`src/sv/pid_controller_serial_parallel_core_macros.svh`:
```
// Assertion macros for the PID controller core.
// Expects signals named clk and rst in the including scope.
`ifndef PID_CONTROLLER_SERIAL_PARALLEL_CORE_MACROS_SVH
`define PID_CONTROLLER_SERIAL_PARALLEL_CORE_MACROS_SVH

// same-cycle implication
`define PCSP_CHECK_NOW(label, ante, cons, msg) \
  label: assert property (@(posedge clk) disable iff (rst) (ante) |-> (cons)) else $error(msg);

// next-cycle implication
`define PCSP_CHECK_NEXT(label, ante, cons, msg) \
  label: assert property (@(posedge clk) disable iff (rst) (ante) |=> (cons)) else $error(msg);

`endif

```
`src/sv/pcsp_pkg.sv`:
```
// Shared types and constants of the PID controller core.
// No dependencies.
package pcsp_pkg;

  localparam int DATA_W        = 32;
  localparam int FRAC_BITS_DEF = 16;
  localparam int REG_IDX_W     = 3;

  typedef logic signed [DATA_W-1:0] data_t;

  localparam data_t DATA_MAX = {1'b0, {(DATA_W-1){1'b1}}};
  localparam data_t DATA_MIN = {1'b1, {(DATA_W-1){1'b0}}};

  localparam logic FORM_SERIAL   = 1'b0;
  localparam logic FORM_PARALLEL = 1'b1;

  typedef enum logic [REG_IDX_W-1:0] {
    REG_FORM     = 3'd0,
    REG_PROP     = 3'd1,
    REG_INT      = 3'd2,
    REG_DERIV    = 3'd3,
    REG_INTEG_HI = 3'd4,
    REG_INTEG_LO = 3'd5,
    REG_DRIVE_HI = 3'd6,
    REG_DRIVE_LO = 3'd7
  } reg_idx_t;

  typedef struct packed {
    logic  form;
    data_t prop_gain;
    data_t int_gain;
    data_t deriv_gain;
    data_t integ_upper;
    data_t integ_lower;
    data_t drive_upper;
    data_t drive_lower;
  } cfg_t;

  typedef struct packed {
    logic load;
    logic err;
    logic clr;
    logic mulp;
    logic muli;
    logic iadd;
    logic iclamp;
    logic muld;
    logic sump;
    logic sumd;
    logic dclamp;
    logic emit;
  } cmd_t;

  typedef struct packed {
    logic clear;
    logic form;
  } sts_t;

endpackage

```
`src/sv/pcsp_regs.sv`:
```
// Configuration register file of the PID controller core.
// Depends on pcsp_pkg.
module pcsp_regs (
  input  logic                           clk,
  input  logic                           rst,
  input  logic                           cfg_write,
  input  logic [pcsp_pkg::REG_IDX_W-1:0] cfg_index,
  input  logic [pcsp_pkg::DATA_W-1:0]    cfg_data,
  output pcsp_pkg::cfg_t                 cfg
);
  import pcsp_pkg::*;

  always_ff @(posedge clk) begin
    if (rst) begin
      cfg <= '0;
    end else if (cfg_write) begin
      unique case (reg_idx_t'(cfg_index))
        REG_FORM:     cfg.form        <= cfg_data[0];
        REG_PROP:     cfg.prop_gain   <= data_t'(cfg_data);
        REG_INT:      cfg.int_gain    <= data_t'(cfg_data);
        REG_DERIV:    cfg.deriv_gain  <= data_t'(cfg_data);
        REG_INTEG_HI: cfg.integ_upper <= data_t'(cfg_data);
        REG_INTEG_LO: cfg.integ_lower <= data_t'(cfg_data);
        REG_DRIVE_HI: cfg.drive_upper <= data_t'(cfg_data);
        REG_DRIVE_LO: cfg.drive_lower <= data_t'(cfg_data);
      endcase
    end
  end

endmodule

```
`src/sv/pcsp_ctrl.sv`:
```
// Sequencer of the PID controller core: steps one item through the datapath.
// Depends on pcsp_pkg.
module pcsp_ctrl (
  input  logic           clk,
  input  logic           rst,
  input  logic           s_tvalid,
  output logic           s_tready,
  output logic           m_tvalid,
  input  logic           m_tready,
  input  pcsp_pkg::sts_t sts,
  output pcsp_pkg::cmd_t cmd
);
  import pcsp_pkg::*;

  typedef enum logic [10:0] {
    IDLE   = 11'b00000000001,
    ERR    = 11'b00000000010,
    MULP   = 11'b00000000100,
    MULI   = 11'b00000001000,
    IADD   = 11'b00000010000,
    ICLAMP = 11'b00000100000,
    SUMP   = 11'b00001000000,
    SUMD   = 11'b00010000000,
    DCLAMP = 11'b00100000000,
    DONE   = 11'b01000000000,
    SPARE  = 11'b10000000000
  } state_t;

  state_t state, state_next;
  logic   slot_free;

  assign s_tready  = (state == IDLE);
  assign slot_free = !m_tvalid || m_tready;

  always_comb begin
    cmd        = '0;
    state_next = state;
    unique case (state)
      IDLE: begin
        cmd.load = s_tvalid;
        if (s_tvalid) state_next = ERR;
      end
      ERR: begin
        cmd.err    = 1'b1;
        cmd.clr    = sts.clear;
        state_next = sts.clear ? DONE : MULP;
      end
      MULP: begin
        cmd.mulp   = 1'b1;
        state_next = MULI;
      end
      MULI: begin
        cmd.muli   = 1'b1;
        state_next = IADD;
      end
      IADD: begin
        cmd.iadd   = 1'b1;
        state_next = ICLAMP;
      end
      ICLAMP: begin
        cmd.iclamp = 1'b1;
        cmd.muld   = sts.form;
        state_next = SUMP;
      end
      SUMP: begin
        cmd.sump   = 1'b1;
        state_next = sts.form ? SUMD : DCLAMP;
      end
      SUMD: begin
        cmd.sumd   = 1'b1;
        state_next = DCLAMP;
      end
      DCLAMP: begin
        cmd.dclamp = 1'b1;
        state_next = DONE;
      end
      DONE: begin
        cmd.emit = slot_free;
        if (slot_free) state_next = IDLE;
      end
      default: state_next = IDLE;
    endcase
  end

  always_ff @(posedge clk) begin
    if (rst) begin
      state    <= IDLE;
      m_tvalid <= 1'b0;
    end else begin
      state <= state_next;
      if (cmd.emit) m_tvalid <= 1'b1;
      else if (m_tready) m_tvalid <= 1'b0;
    end
  end

endmodule

```
`src/sv/pcsp_dp.sv`:
```
// Datapath of the PID controller core: one shared multiplier, saturating
// adder and clamps, controller state and output registers. Depends on pcsp_pkg.
module pcsp_dp #(
  parameter int FRAC_BITS = pcsp_pkg::FRAC_BITS_DEF
) (
  input  logic            clk,
  input  logic            rst,
  input  pcsp_pkg::cfg_t  cfg,
  input  pcsp_pkg::cmd_t  cmd,
  output pcsp_pkg::sts_t  sts,
  input  pcsp_pkg::data_t reference,
  input  pcsp_pkg::data_t feedback,
  input  logic            clear_state,
  output pcsp_pkg::data_t drive,
  output pcsp_pkg::data_t control_error,
  output pcsp_pkg::data_t integral_value
);
  import pcsp_pkg::*;

  localparam int ProdW = 2 * DATA_W;

  data_t ref_r, fb_r, err_r, diff_r, pterm_r, term_r, dterm_r, acc_r;
  data_t integ, prev;
  logic  clear_r;
  data_t mul_a, mul_b, mul_res;
  logic signed [ProdW-1:0] prod;

  function automatic data_t sat_add(input data_t a, input data_t b, input logic sub);
    logic signed [DATA_W:0] s;
    s = sub ? ({a[DATA_W-1], a} - {b[DATA_W-1], b}) : ({a[DATA_W-1], a} + {b[DATA_W-1], b});
    if (s[DATA_W] != s[DATA_W-1]) return s[DATA_W] ? DATA_MIN : DATA_MAX;
    return s[DATA_W-1:0];
  endfunction

  // floor shift by FRAC_BITS, then saturate
  function automatic data_t fx(input logic signed [ProdW-1:0] p);
    logic signed [ProdW-1:0] q;
    logic [ProdW-DATA_W:0]   hi;
    q  = p >>> FRAC_BITS;
    hi = q[ProdW-1:DATA_W-1];
    if (&hi || ~|hi) return q[DATA_W-1:0];
    return q[ProdW-1] ? DATA_MIN : DATA_MAX;
  endfunction

  // upper limit first, lower limit wins when crossed
  function automatic data_t clampv(input data_t v, input data_t upper, input data_t lower);
    data_t r;
    r = (v > upper) ? upper : v;
    return (r < lower) ? lower : r;
  endfunction

  always_comb begin
    priority if (cmd.mulp) begin
      mul_a = cfg.prop_gain;
      mul_b = err_r;
    end else if (cmd.muli) begin
      mul_a = cfg.int_gain;
      mul_b = cfg.form ? err_r : pterm_r;
    end else begin
      mul_a = cfg.deriv_gain;
      mul_b = diff_r;
    end
  end

  assign prod    = mul_a * mul_b;
  assign mul_res = fx(prod);

  assign sts.clear = clear_r;
  assign sts.form  = cfg.form;

  always_ff @(posedge clk) begin
    if (rst) begin
      clear_r <= 1'b0;
      integ   <= '0;
      prev    <= '0;
    end else begin
      if (cmd.load) clear_r <= clear_state;
      if (cmd.clr) begin
        integ <= '0;
        prev  <= '0;
      end
      if (cmd.iadd)   integ <= sat_add(integ, term_r, 1'b0);
      if (cmd.iclamp) integ <= clampv(integ, cfg.integ_upper, cfg.integ_lower);
      if (cmd.sump && cfg.form) prev <= err_r;
    end
  end

  always_ff @(posedge clk) begin
    if (cmd.load) begin
      ref_r <= reference;
      fb_r  <= feedback;
    end
    if (cmd.err)  err_r <= sat_add(ref_r, fb_r, 1'b1);
    if (cmd.clr)  acc_r <= '0;
    if (cmd.mulp) begin
      pterm_r <= mul_res;
      diff_r  <= sat_add(err_r, prev, 1'b1);
    end
    if (cmd.muli)   term_r  <= mul_res;
    if (cmd.muld)   dterm_r <= mul_res;
    if (cmd.sump)   acc_r   <= sat_add(pterm_r, integ, 1'b0);
    if (cmd.sumd)   acc_r   <= sat_add(acc_r, dterm_r, 1'b0);
    if (cmd.dclamp) acc_r   <= clampv(acc_r, cfg.drive_upper, cfg.drive_lower);
    if (cmd.emit) begin
      drive          <= acc_r;
      control_error  <= err_r;
      integral_value <= integ;
    end
  end

endmodule

```
`src/sv/pid_controller_serial_parallel_core.sv`:
```
// Top level of the PID controller core (serial PI / parallel PID forms).
// Depends on pcsp_pkg, pcsp_regs, pcsp_ctrl, pcsp_dp and the macros header.
//
//   channel   direction  handshake          payload
//   s_*       in         tvalid/tready      tdata: reference, feedback; tuser: clear_state
//   m_*       out        tvalid/tready      tdata: drive, control_error, integral_value
//   cfg_*     in         cfg_write          cfg_index, cfg_data
//
// One item at a time, stepped by the sequencer through one shared multiplier;
// serial form skips SUMD, and a clear request goes from ERR straight to DONE.
// The next item is accepted while a result waits in the output register; a
// stalled output holds the sequencer in DONE.
// rst is synchronous: clears configuration, integrator and previous error.
`include "pid_controller_serial_parallel_core_macros.svh"

module pid_controller_serial_parallel_core #(
  parameter int FRAC_BITS = pcsp_pkg::FRAC_BITS_DEF
) (
  input  logic                           clk,
  input  logic                           rst,
  input  logic                           cfg_write,
  input  logic [pcsp_pkg::REG_IDX_W-1:0] cfg_index,
  input  logic [pcsp_pkg::DATA_W-1:0]    cfg_data,
  input  logic                           s_tvalid,
  output logic                           s_tready,
  input  logic [2*pcsp_pkg::DATA_W-1:0]  s_tdata,   // reference, feedback
  input  logic [0:0]                     s_tuser,   // clear_state
  output logic                           m_tvalid,
  input  logic                           m_tready,
  output logic [3*pcsp_pkg::DATA_W-1:0]  m_tdata    // drive, control_error, integral_value
);
  import pcsp_pkg::*;

  cfg_t  cfg;
  cmd_t  cmd;
  sts_t  sts;
  data_t drive, control_error, integral_value;

  pcsp_regs u_regs (
    .clk       (clk),
    .rst       (rst),
    .cfg_write (cfg_write),
    .cfg_index (cfg_index),
    .cfg_data  (cfg_data),
    .cfg       (cfg)
  );

  pcsp_ctrl u_ctrl (
    .clk      (clk),
    .rst      (rst),
    .s_tvalid (s_tvalid),
    .s_tready (s_tready),
    .m_tvalid (m_tvalid),
    .m_tready (m_tready),
    .sts      (sts),
    .cmd      (cmd)
  );

  pcsp_dp #(
    .FRAC_BITS (FRAC_BITS)
  ) u_dp (
    .clk            (clk),
    .rst            (rst),
    .cfg            (cfg),
    .cmd            (cmd),
    .sts            (sts),
    .reference      (data_t'(s_tdata[DATA_W-1:0])),
    .feedback       (data_t'(s_tdata[2*DATA_W-1:DATA_W])),
    .clear_state    (s_tuser[0]),
    .drive          (drive),
    .control_error  (control_error),
    .integral_value (integral_value)
  );

  assign m_tdata = {integral_value, control_error, drive};

  `PCSP_CHECK_NEXT(a_one_item, s_tvalid && s_tready, !s_tready, "second item taken while busy")
  `PCSP_CHECK_NOW(a_emit_busy, cmd.emit, !s_tready, "result issued while idle")
  `PCSP_CHECK_NOW(a_rose_emit, $rose(m_tvalid), $past(cmd.emit), "result valid without issue")
  `PCSP_CHECK_NOW(a_one_op, 1'b1, $onehot0({cmd.load, cmd.err, cmd.mulp, cmd.muli, cmd.iadd, cmd.iclamp, cmd.sump, cmd.sumd, cmd.dclamp, cmd.emit}), "overlapping datapath ops")

endmodule

```
`config.mk`:
```
export PLATFORM = sky130hd
export DESIGN_NAME = pid_controller_serial_parallel_core
export DESIGN_NICKNAME = d
export VERILOG_FILES = /design/src/sv/pcsp_pkg.sv /design/src/sv/pcsp_regs.sv /design/src/sv/pcsp_ctrl.sv /design/src/sv/pcsp_dp.sv /design/src/sv/pid_controller_serial_parallel_core.sv
export VERILOG_INCLUDE_DIRS = /design/src /design/src/sv
export SDC_FILE = /design/constraint.sdc
export NUM_CORES = 2
export LEC_CHECK = 0
export CAP_MARGIN = 20
export CORE_AREA = 4 4 384 386
export DETAILED_ROUTE_END_ITERATION = 7
export DIE_AREA = 0 0 388 390
export DONT_BUFFER_PORTS = 1
export PLACE_DENSITY = 0.67
export SYNTH_ARGS = -nofsm -noshare
export SYNTH_HDL_FRONTEND = slang
export SYNTH_SLANG_ARGS = --single-unit
```
`constraint.sdc`:
```
create_clock -name clk -period 13 [get_ports clk]
set_input_delay 1.95 -clock clk [delete_from_list [all_inputs] [get_ports clk]]
set_output_delay 1.95 -clock clk [all_outputs]
set_load 0.02 [all_outputs]
```
# Word-level counts from Yosys, hierarchy flattened
# Index checks and enable logic that the tools add are counted.
# totals
input_bits,105
out_inout_bits,98
elab_cells,142
reg_bits,654
# op_classes
mux,63
order_cmp,4
addsub,5
reduce_logical,21
n_mul,1
eq_ne,24
# op_table
op,count
$mux W32,34
$pmux W11 S10,1
$add A32 B32 Y33,3
$sub A32 B32 Y33,2
$gt A32 B32 Y1,2
$lt A32 B32 Y1,2
$mul A32 B32 Y64,1
$mux W1,22
$mux W11,2
$reduce_and A2 Y1,9
$reduce_and A17 Y1,1
$reduce_or A17 Y1,1
$eq A3 B3 Y1 const B,4
$eq A11 B1 Y1 const B,1
$eq A11 B10 Y1 const B,1
$eq A11 B2 Y1 const B,1
$eq A11 B3 Y1 const B,1
$eq A11 B4 Y1 const B,1
$eq A11 B5 Y1 const B,1
$eq A11 B6 Y1 const B,1
$eq A11 B7 Y1 const B,1
$eq A11 B8 Y1 const B,1
$eq A11 B9 Y1 const B,1
$mux W10,1
14 further kinds,23

# Depth between registers and ports, before layout
# depth
ltp_word,10
depth_mapped,41

# Hierarchy
# Synthesis repeated with hierarchy kept, for this count alone.
# unflattened
hier_cells,7669
hier_area_um2,73610.6
# modules_own_cells
mod,seq_area_each_um2,n_inst,cells_each,area_per_inst_um2
pcsp_dp,11871.4,1,6820,64080.2
pcsp_regs,4504.3,1,774,8897.3
pcsp_ctrl,220.2,1,75,633.1

# Worst setup path after synthesis
# OpenSTA, ideal clock, no wires.
# synth_path
path_type,register to register
startpoint,register u_ctrl.state[4]
endpoint,"register u_dp.dterm_r[21], data pin"
slack_ns,0.788
path_stages_with_launch,38
period_less_slack_ns,12.212
t_required_ns,12.732
arrival_ns,11.944
n_path_buf,6
cell_sequence,dfxtp_1 buf_2 nor4_1 nand2_1 nor2_1 clkbuf_1 clkbuf_1 buf_1 o22ai_1 nor2_1 inv_1 fa_1 inv_1 fa_1 fa_1 fa_1 inv_1 fa_1 (+2 left out) inv_1 fa_1 inv_1 fa_1 ha_1 clkbuf_1 a21o_1 a21oi_1 o21ai_0 a21o_1 a311oi_2 o21bai_1 xor2_1 nor4b_2 nand4_1 o41ai_4 buf_4 o21ai_1
# synth_between
elab_chain_cells,10
# synth_lines
item,line,rtl
start: declaration,pcsp_ctrl.sv:29,"state_t state, state_next;"
start signal: assignment,pcsp_ctrl.sv:90,state <= state_next;
$eq A11 B4 Y1,pcsp_ctrl.sv:38,unique case (state)
$mux W1,pcsp_ctrl.sv:38,
$mux W32,pcsp_dp.sv:56,end else if (cmd.muli) begin
$mux W32,pcsp_dp.sv:53,priority if (cmd.mulp) begin
$mul A32 B32 Y64 (*),pcsp_dp.sv:65,assign prod = mul_a * mul_b;
$reduce_or A17 Y1,pcsp_dp.sv:41,if (&hi || ~|hi) return q[DATA_W-1:0];
$logic_not A1 Y1,pcsp_dp.sv:41,
$logic_or A1 B1 Y1,pcsp_dp.sv:41,
$mux W1,pcsp_dp.sv:41,
$mux W32 (*),pcsp_dp.sv:42,return q[ProdW-1] ? DATA_MIN : DATA_MAX;
net u_dp.mul_res[21],pcsp_dp.sv:25,"data_t mul_a, mul_b, mul_res;"
end signal: assignment,pcsp_dp.sv:100,if (cmd.muld) dterm_r <= mul_res;
end: declaration,pcsp_dp.sv:22,"data_t ref_r, fb_r, err_r, diff_r, pterm_r, term_r, dterm_r, acc_r;"
# The timed path passes the listed nets; every way through them passes the cells marked *. The select of a mux whose other input is x is not followed.
# A chain may end at the register's enable or synchronous reset.

# Worst setup path in the final report
# layout_path
startpoint,register u_ctrl.state[1]
endpoint,"register u_dp.term_r[0], data pin"
# layout_between
elab_chain_cells,10
# layout_lines
item,line,rtl
$eq A11 B4 Y1,pcsp_ctrl.sv:38,
$mux W1,pcsp_ctrl.sv:38,
$mux W32,pcsp_dp.sv:56,
$mux W32,pcsp_dp.sv:53,
$mul A32 B32 Y64 (*),pcsp_dp.sv:65,
$reduce_or A17 Y1,pcsp_dp.sv:41,
$logic_not A1 Y1,pcsp_dp.sv:41,
$logic_or A1 B1 Y1,pcsp_dp.sv:41,
$mux W1,pcsp_dp.sv:41,
$mux W32 (*),pcsp_dp.sv:42,
net u_dp.mul_res[0],pcsp_dp.sv:25,
end signal: assignment,pcsp_dp.sv:99,if (cmd.muli) term_r <= mul_res;
end: declaration,pcsp_dp.sv:22,
# Marked as above.

==> flow_metrics.env <==
export IMPL_synth_cell_area_um2=71690
export IMPL_fp_dieW_um=388
export IMPL_synth_edff_count=352
export IMPL_route_vias_total=57760
export IMPL_cts_sink_count=653
export IMPL_floorplan_io_pins=203
export IMPL_grt_setup_unrepaired="false"
export IMPL_worst_hold_slack_ns=0.4521
export IMPL_crit_path_max_fanout=33
export IMPL_synth_top_cell_area_share_pct=30.33
export IMPL_ys_dominant_reg_cell="sky130_fd_sc_hd__edfxtp_1"
export IMPL_gp_routability_congestion=1.008
export IMPL_place_hpwl_mm=198.4
export IMPL_timing_final_hold_violations=0
export IMPL_drive_gt1_share_pct=5.198
export IMPL_overall_die_area_um2=151300
export IMPL_postSynthNetCount=9552
export IMPL_ys_seq_elements=653
export IMPL_slew_at_the_pin_with_the_worst_max_slew_slack_ns=1.284
export IMPL_io_buffer_count=0
export IMPL_post_cts_resize_count=0
export IMPL_crit_path_start_kind="register"
export IMPL_drt_initial_drc_count=5443
export IMPL_yosys_cell_count_top_type="sky130_fd_sc_hd__nand2_1"
export IMPL_max_freq_mhz=82.05
export IMPL_syn_area_cell_um2=9.080
export IMPL_final_net_count=9429
export IMPL_outcome="complete, no violations"
export IMPL_grt_start_max_net_pins=296
export IMPL_ys_top_cells_by_area="sky130_fd_sc_hd__fa_1 (30%), sky130_fd_sc_hd__edfxtp_1 (15%), sky130_fd_sc_hd__dfxtp_1 (8.4%), sky130_fd_sc_hd__ha_1 (8.1%), sky130_fd_sc_hd__nand2_1 (6.5%)"
export IMPL_finalClockSkew_ns=0.05259
export IMPL_first_global_vias=58400
export IMPL_timing_setup_tns_ns=0
export IMPL_inserted_clock_buffers=72
export IMPL_powerDensity_nw_per_um2=93.99
export IMPL_timing_final_crit_share_pct=93.75
export IMPL_firstDrtPassIters=7
export IMPL_area_of_the_core_um2=143500
export IMPL_synth_async_reset_ratio_pct=0
export IMPL_timing_worst_setup_path_type="register to register"
export IMPL_viasPerCell=5.931
export IMPL_ctsRootBufferMaster="sky130_fd_sc_hd__clkbuf_16"
export IMPL_critPathRequiredTime_ns=13.40
export IMPL_worst_ir_drop_vdd_mv=0.1114
export IMPL_per_cell_routed_wire_length_um=25.41
export IMPL_postRouteAntennaNets=0
export IMPL_crit_path_frequent_cell="sky130_fd_sc_hd__fa_1"
export IMPL_worst_ep_arrival_time_ns=12.59
export IMPL_static_leakage_power_nw=34.36
export IMPL_layout_min_cycle_time_ns=12.19
export IMPL_clk_latency_ns=0.65
export IMPL_final_setup_viol_count=0
export IMPL_crit_slowest_cell="sky130_fd_sc_hd__fa_1"
export IMPL_initial_utilization_pct=49.96
export IMPL_hold_buffers=0
export IMPL_final_core_utilization_pct=53.66
export IMPL_std_cell_rows=139
export IMPL_holdCritPathClass="register to register"
export IMPL_grt_first_pass_wirelength_mm=371.5
export IMPL_detail_route_drc_violations=0
export IMPL_postCtsSetupRepairBufs=0
export IMPL_grt_antenna_before_repair=6
export IMPL_yosys_warnings=0
export IMPL_fillCellCount=13090
export IMPL_cp_slowest_stage_delay_ns=0.82
export IMPL_fin_max_slew_vios=0
export IMPL_synth_top_cells_by_count="sky130_fd_sc_hd__nand2_1 (1,242), sky130_fd_sc_hd__inv_1 (1,177), sky130_fd_sc_hd__fa_1 (1,086), sky130_fd_sc_hd__nor2_1 (691), sky130_fd_sc_hd__a21oi_1 (576)"
export IMPL_max_clock_path_buffers=3
export IMPL_gr_util_all_layers_pct=32.52
export IMPL_cts_tree="yes"
export IMPL_cts_clk_slew_worst_paths_ns=0.06
export IMPL_power_mw=7.237
export IMPL_max_cap_violations=0
export IMPL_maxSlewHeadroom_pct=14.39
export IMPL_synth_area_leader_cell="sky130_fd_sc_hd__fa_1"
export IMPL_synth_cells=7895
export IMPL_synth_yosys_seq_area_share_pct=23.15
export IMPL_area_sequential_um2=16600
export IMPL_critical_path_endpoint_type="register"
export IMPL_yosysUniqueCellTypes=84
export IMPL_dieHeight_um=390
export IMPL_multi_input_comb_area_um2=49550
export IMPL_flow_area_growth_from_synthesis_pct=7.405
export IMPL_global_route_overflow_total=0
export IMPL_route_final_wire_length_mm=247.4
export IMPL_cts_htree_levels=3
-- power by group --
group,internal (mW),switching [mW]
combinational,0.893,1.69
sequential,2.38,0.0433
clock,1.32,0.908
-- metal layers --
layer | wire (µm) | global-route usage (%)
met1 | 93570 | 41.50
met2 | 115000 | 52.97
met3 | 21460 | 5.548
met4 | 17330 | 17.80
met5 | 48 | 0
-- flip-flops by register name, summed over array words and instances (netlist names) --
register             flops
u_regs.cfg             225
u_dp.acc_r              32
u_dp.control_error      32
u_dp.diff_r             32
u_dp.drive              32
u_dp.dterm_r            32
u_dp.err_r              32
u_dp.fb_r               32
u_dp.integ              32
u_dp.integral_value     32
u_dp.prev               32
u_dp.pterm_r            32
u_dp.ref_r              32
u_dp.term_r             32
u_ctrl.state            10
u_ctrl.m_tvalid          1
u_dp.clear_r             1
-- logic make-up after synthesis --
| logic type | synth area share [%] |
|---|---|
| xor gates and xnor gates | 2.492 |
| and+or+nand+nor | 14.03 |
| adders and majority gates | 38.63 |
| buffers and inverters | 8.193 |
| DFF | 23.15 |
| AOI/OAI and AO/OA | 12.49 |
| muxes | 1.016 |
-- per-stage QoR --
stage | cell area [µm²] | setup WS (ns) | std cells
after floorplan | 71690 | 0.7878 | 7895
after global placement | 74340 | 1.364 | 9595
after detailed placement | 74350 | 1.104 | 9596
after CTS | 76890 | 1.037 | 9728
after global routing | 76980 | 0.2984 | 9733
final | 77000 | 0.8125 | 9738
-- final timing paths --
path,start,endpoint,slack [ns],cells after the start
worst min register to register,u_regs.cfg[121],u_regs.cfg[121],0.45,2
worst min-delay path,u_regs.cfg[121],u_regs.cfg[121],0.45,2
worst max-delay path,u_ctrl.state[1],u_dp.term_r[0],0.81,34
worst max register to register,u_ctrl.state[1],u_dp.term_r[0],0.81,34
-- cell type report --
cell class	count	area share, %
clock inverters	42	0.7800
inverters	1177	5.738
multi-input cells	5683	64.35
clock buffers	90	2.524
well taps	1903	3.092
repair buffers	185	1.945
flip-flops and latches	653	21.55
diodes	5	0.01625
-- critical path, delay by kind of cell (launching register included) --
kind                     cells  cell delay (ns)
AO/OA/AOI/OAI               12             3.24
adder cells (fa/ha/maj)      9             4.74
buffers and inverters        8             1.87
flip-flops                   1             0.37
AND/OR/NAND/NOR              5             1.67
-- placed cells by master (no fill, tap or decap), drive strengths merged, types with 29 or more instances in the layout --
cell / n
nand2: 1242
inv: 1185
fa: 1086
nor2: 691
a21oi: 579
ha: 466
edfxtp: 352
dfxtp: 301
o21ai: 287
buf: 185
a21o: 160
xnor2: 132
nand3: 90
clkbuf: 90
xor2: 72
nor3: 68
nand2b: 61
nand4: 61
o21a: 58
o22a: 55
a211oi: 47
nor2b: 42
mux2i: 39
and2: 31
o21bai: 30
mux2: 30
a31oi: 29
No activity file was read; power rests on OpenSTA's default activity.
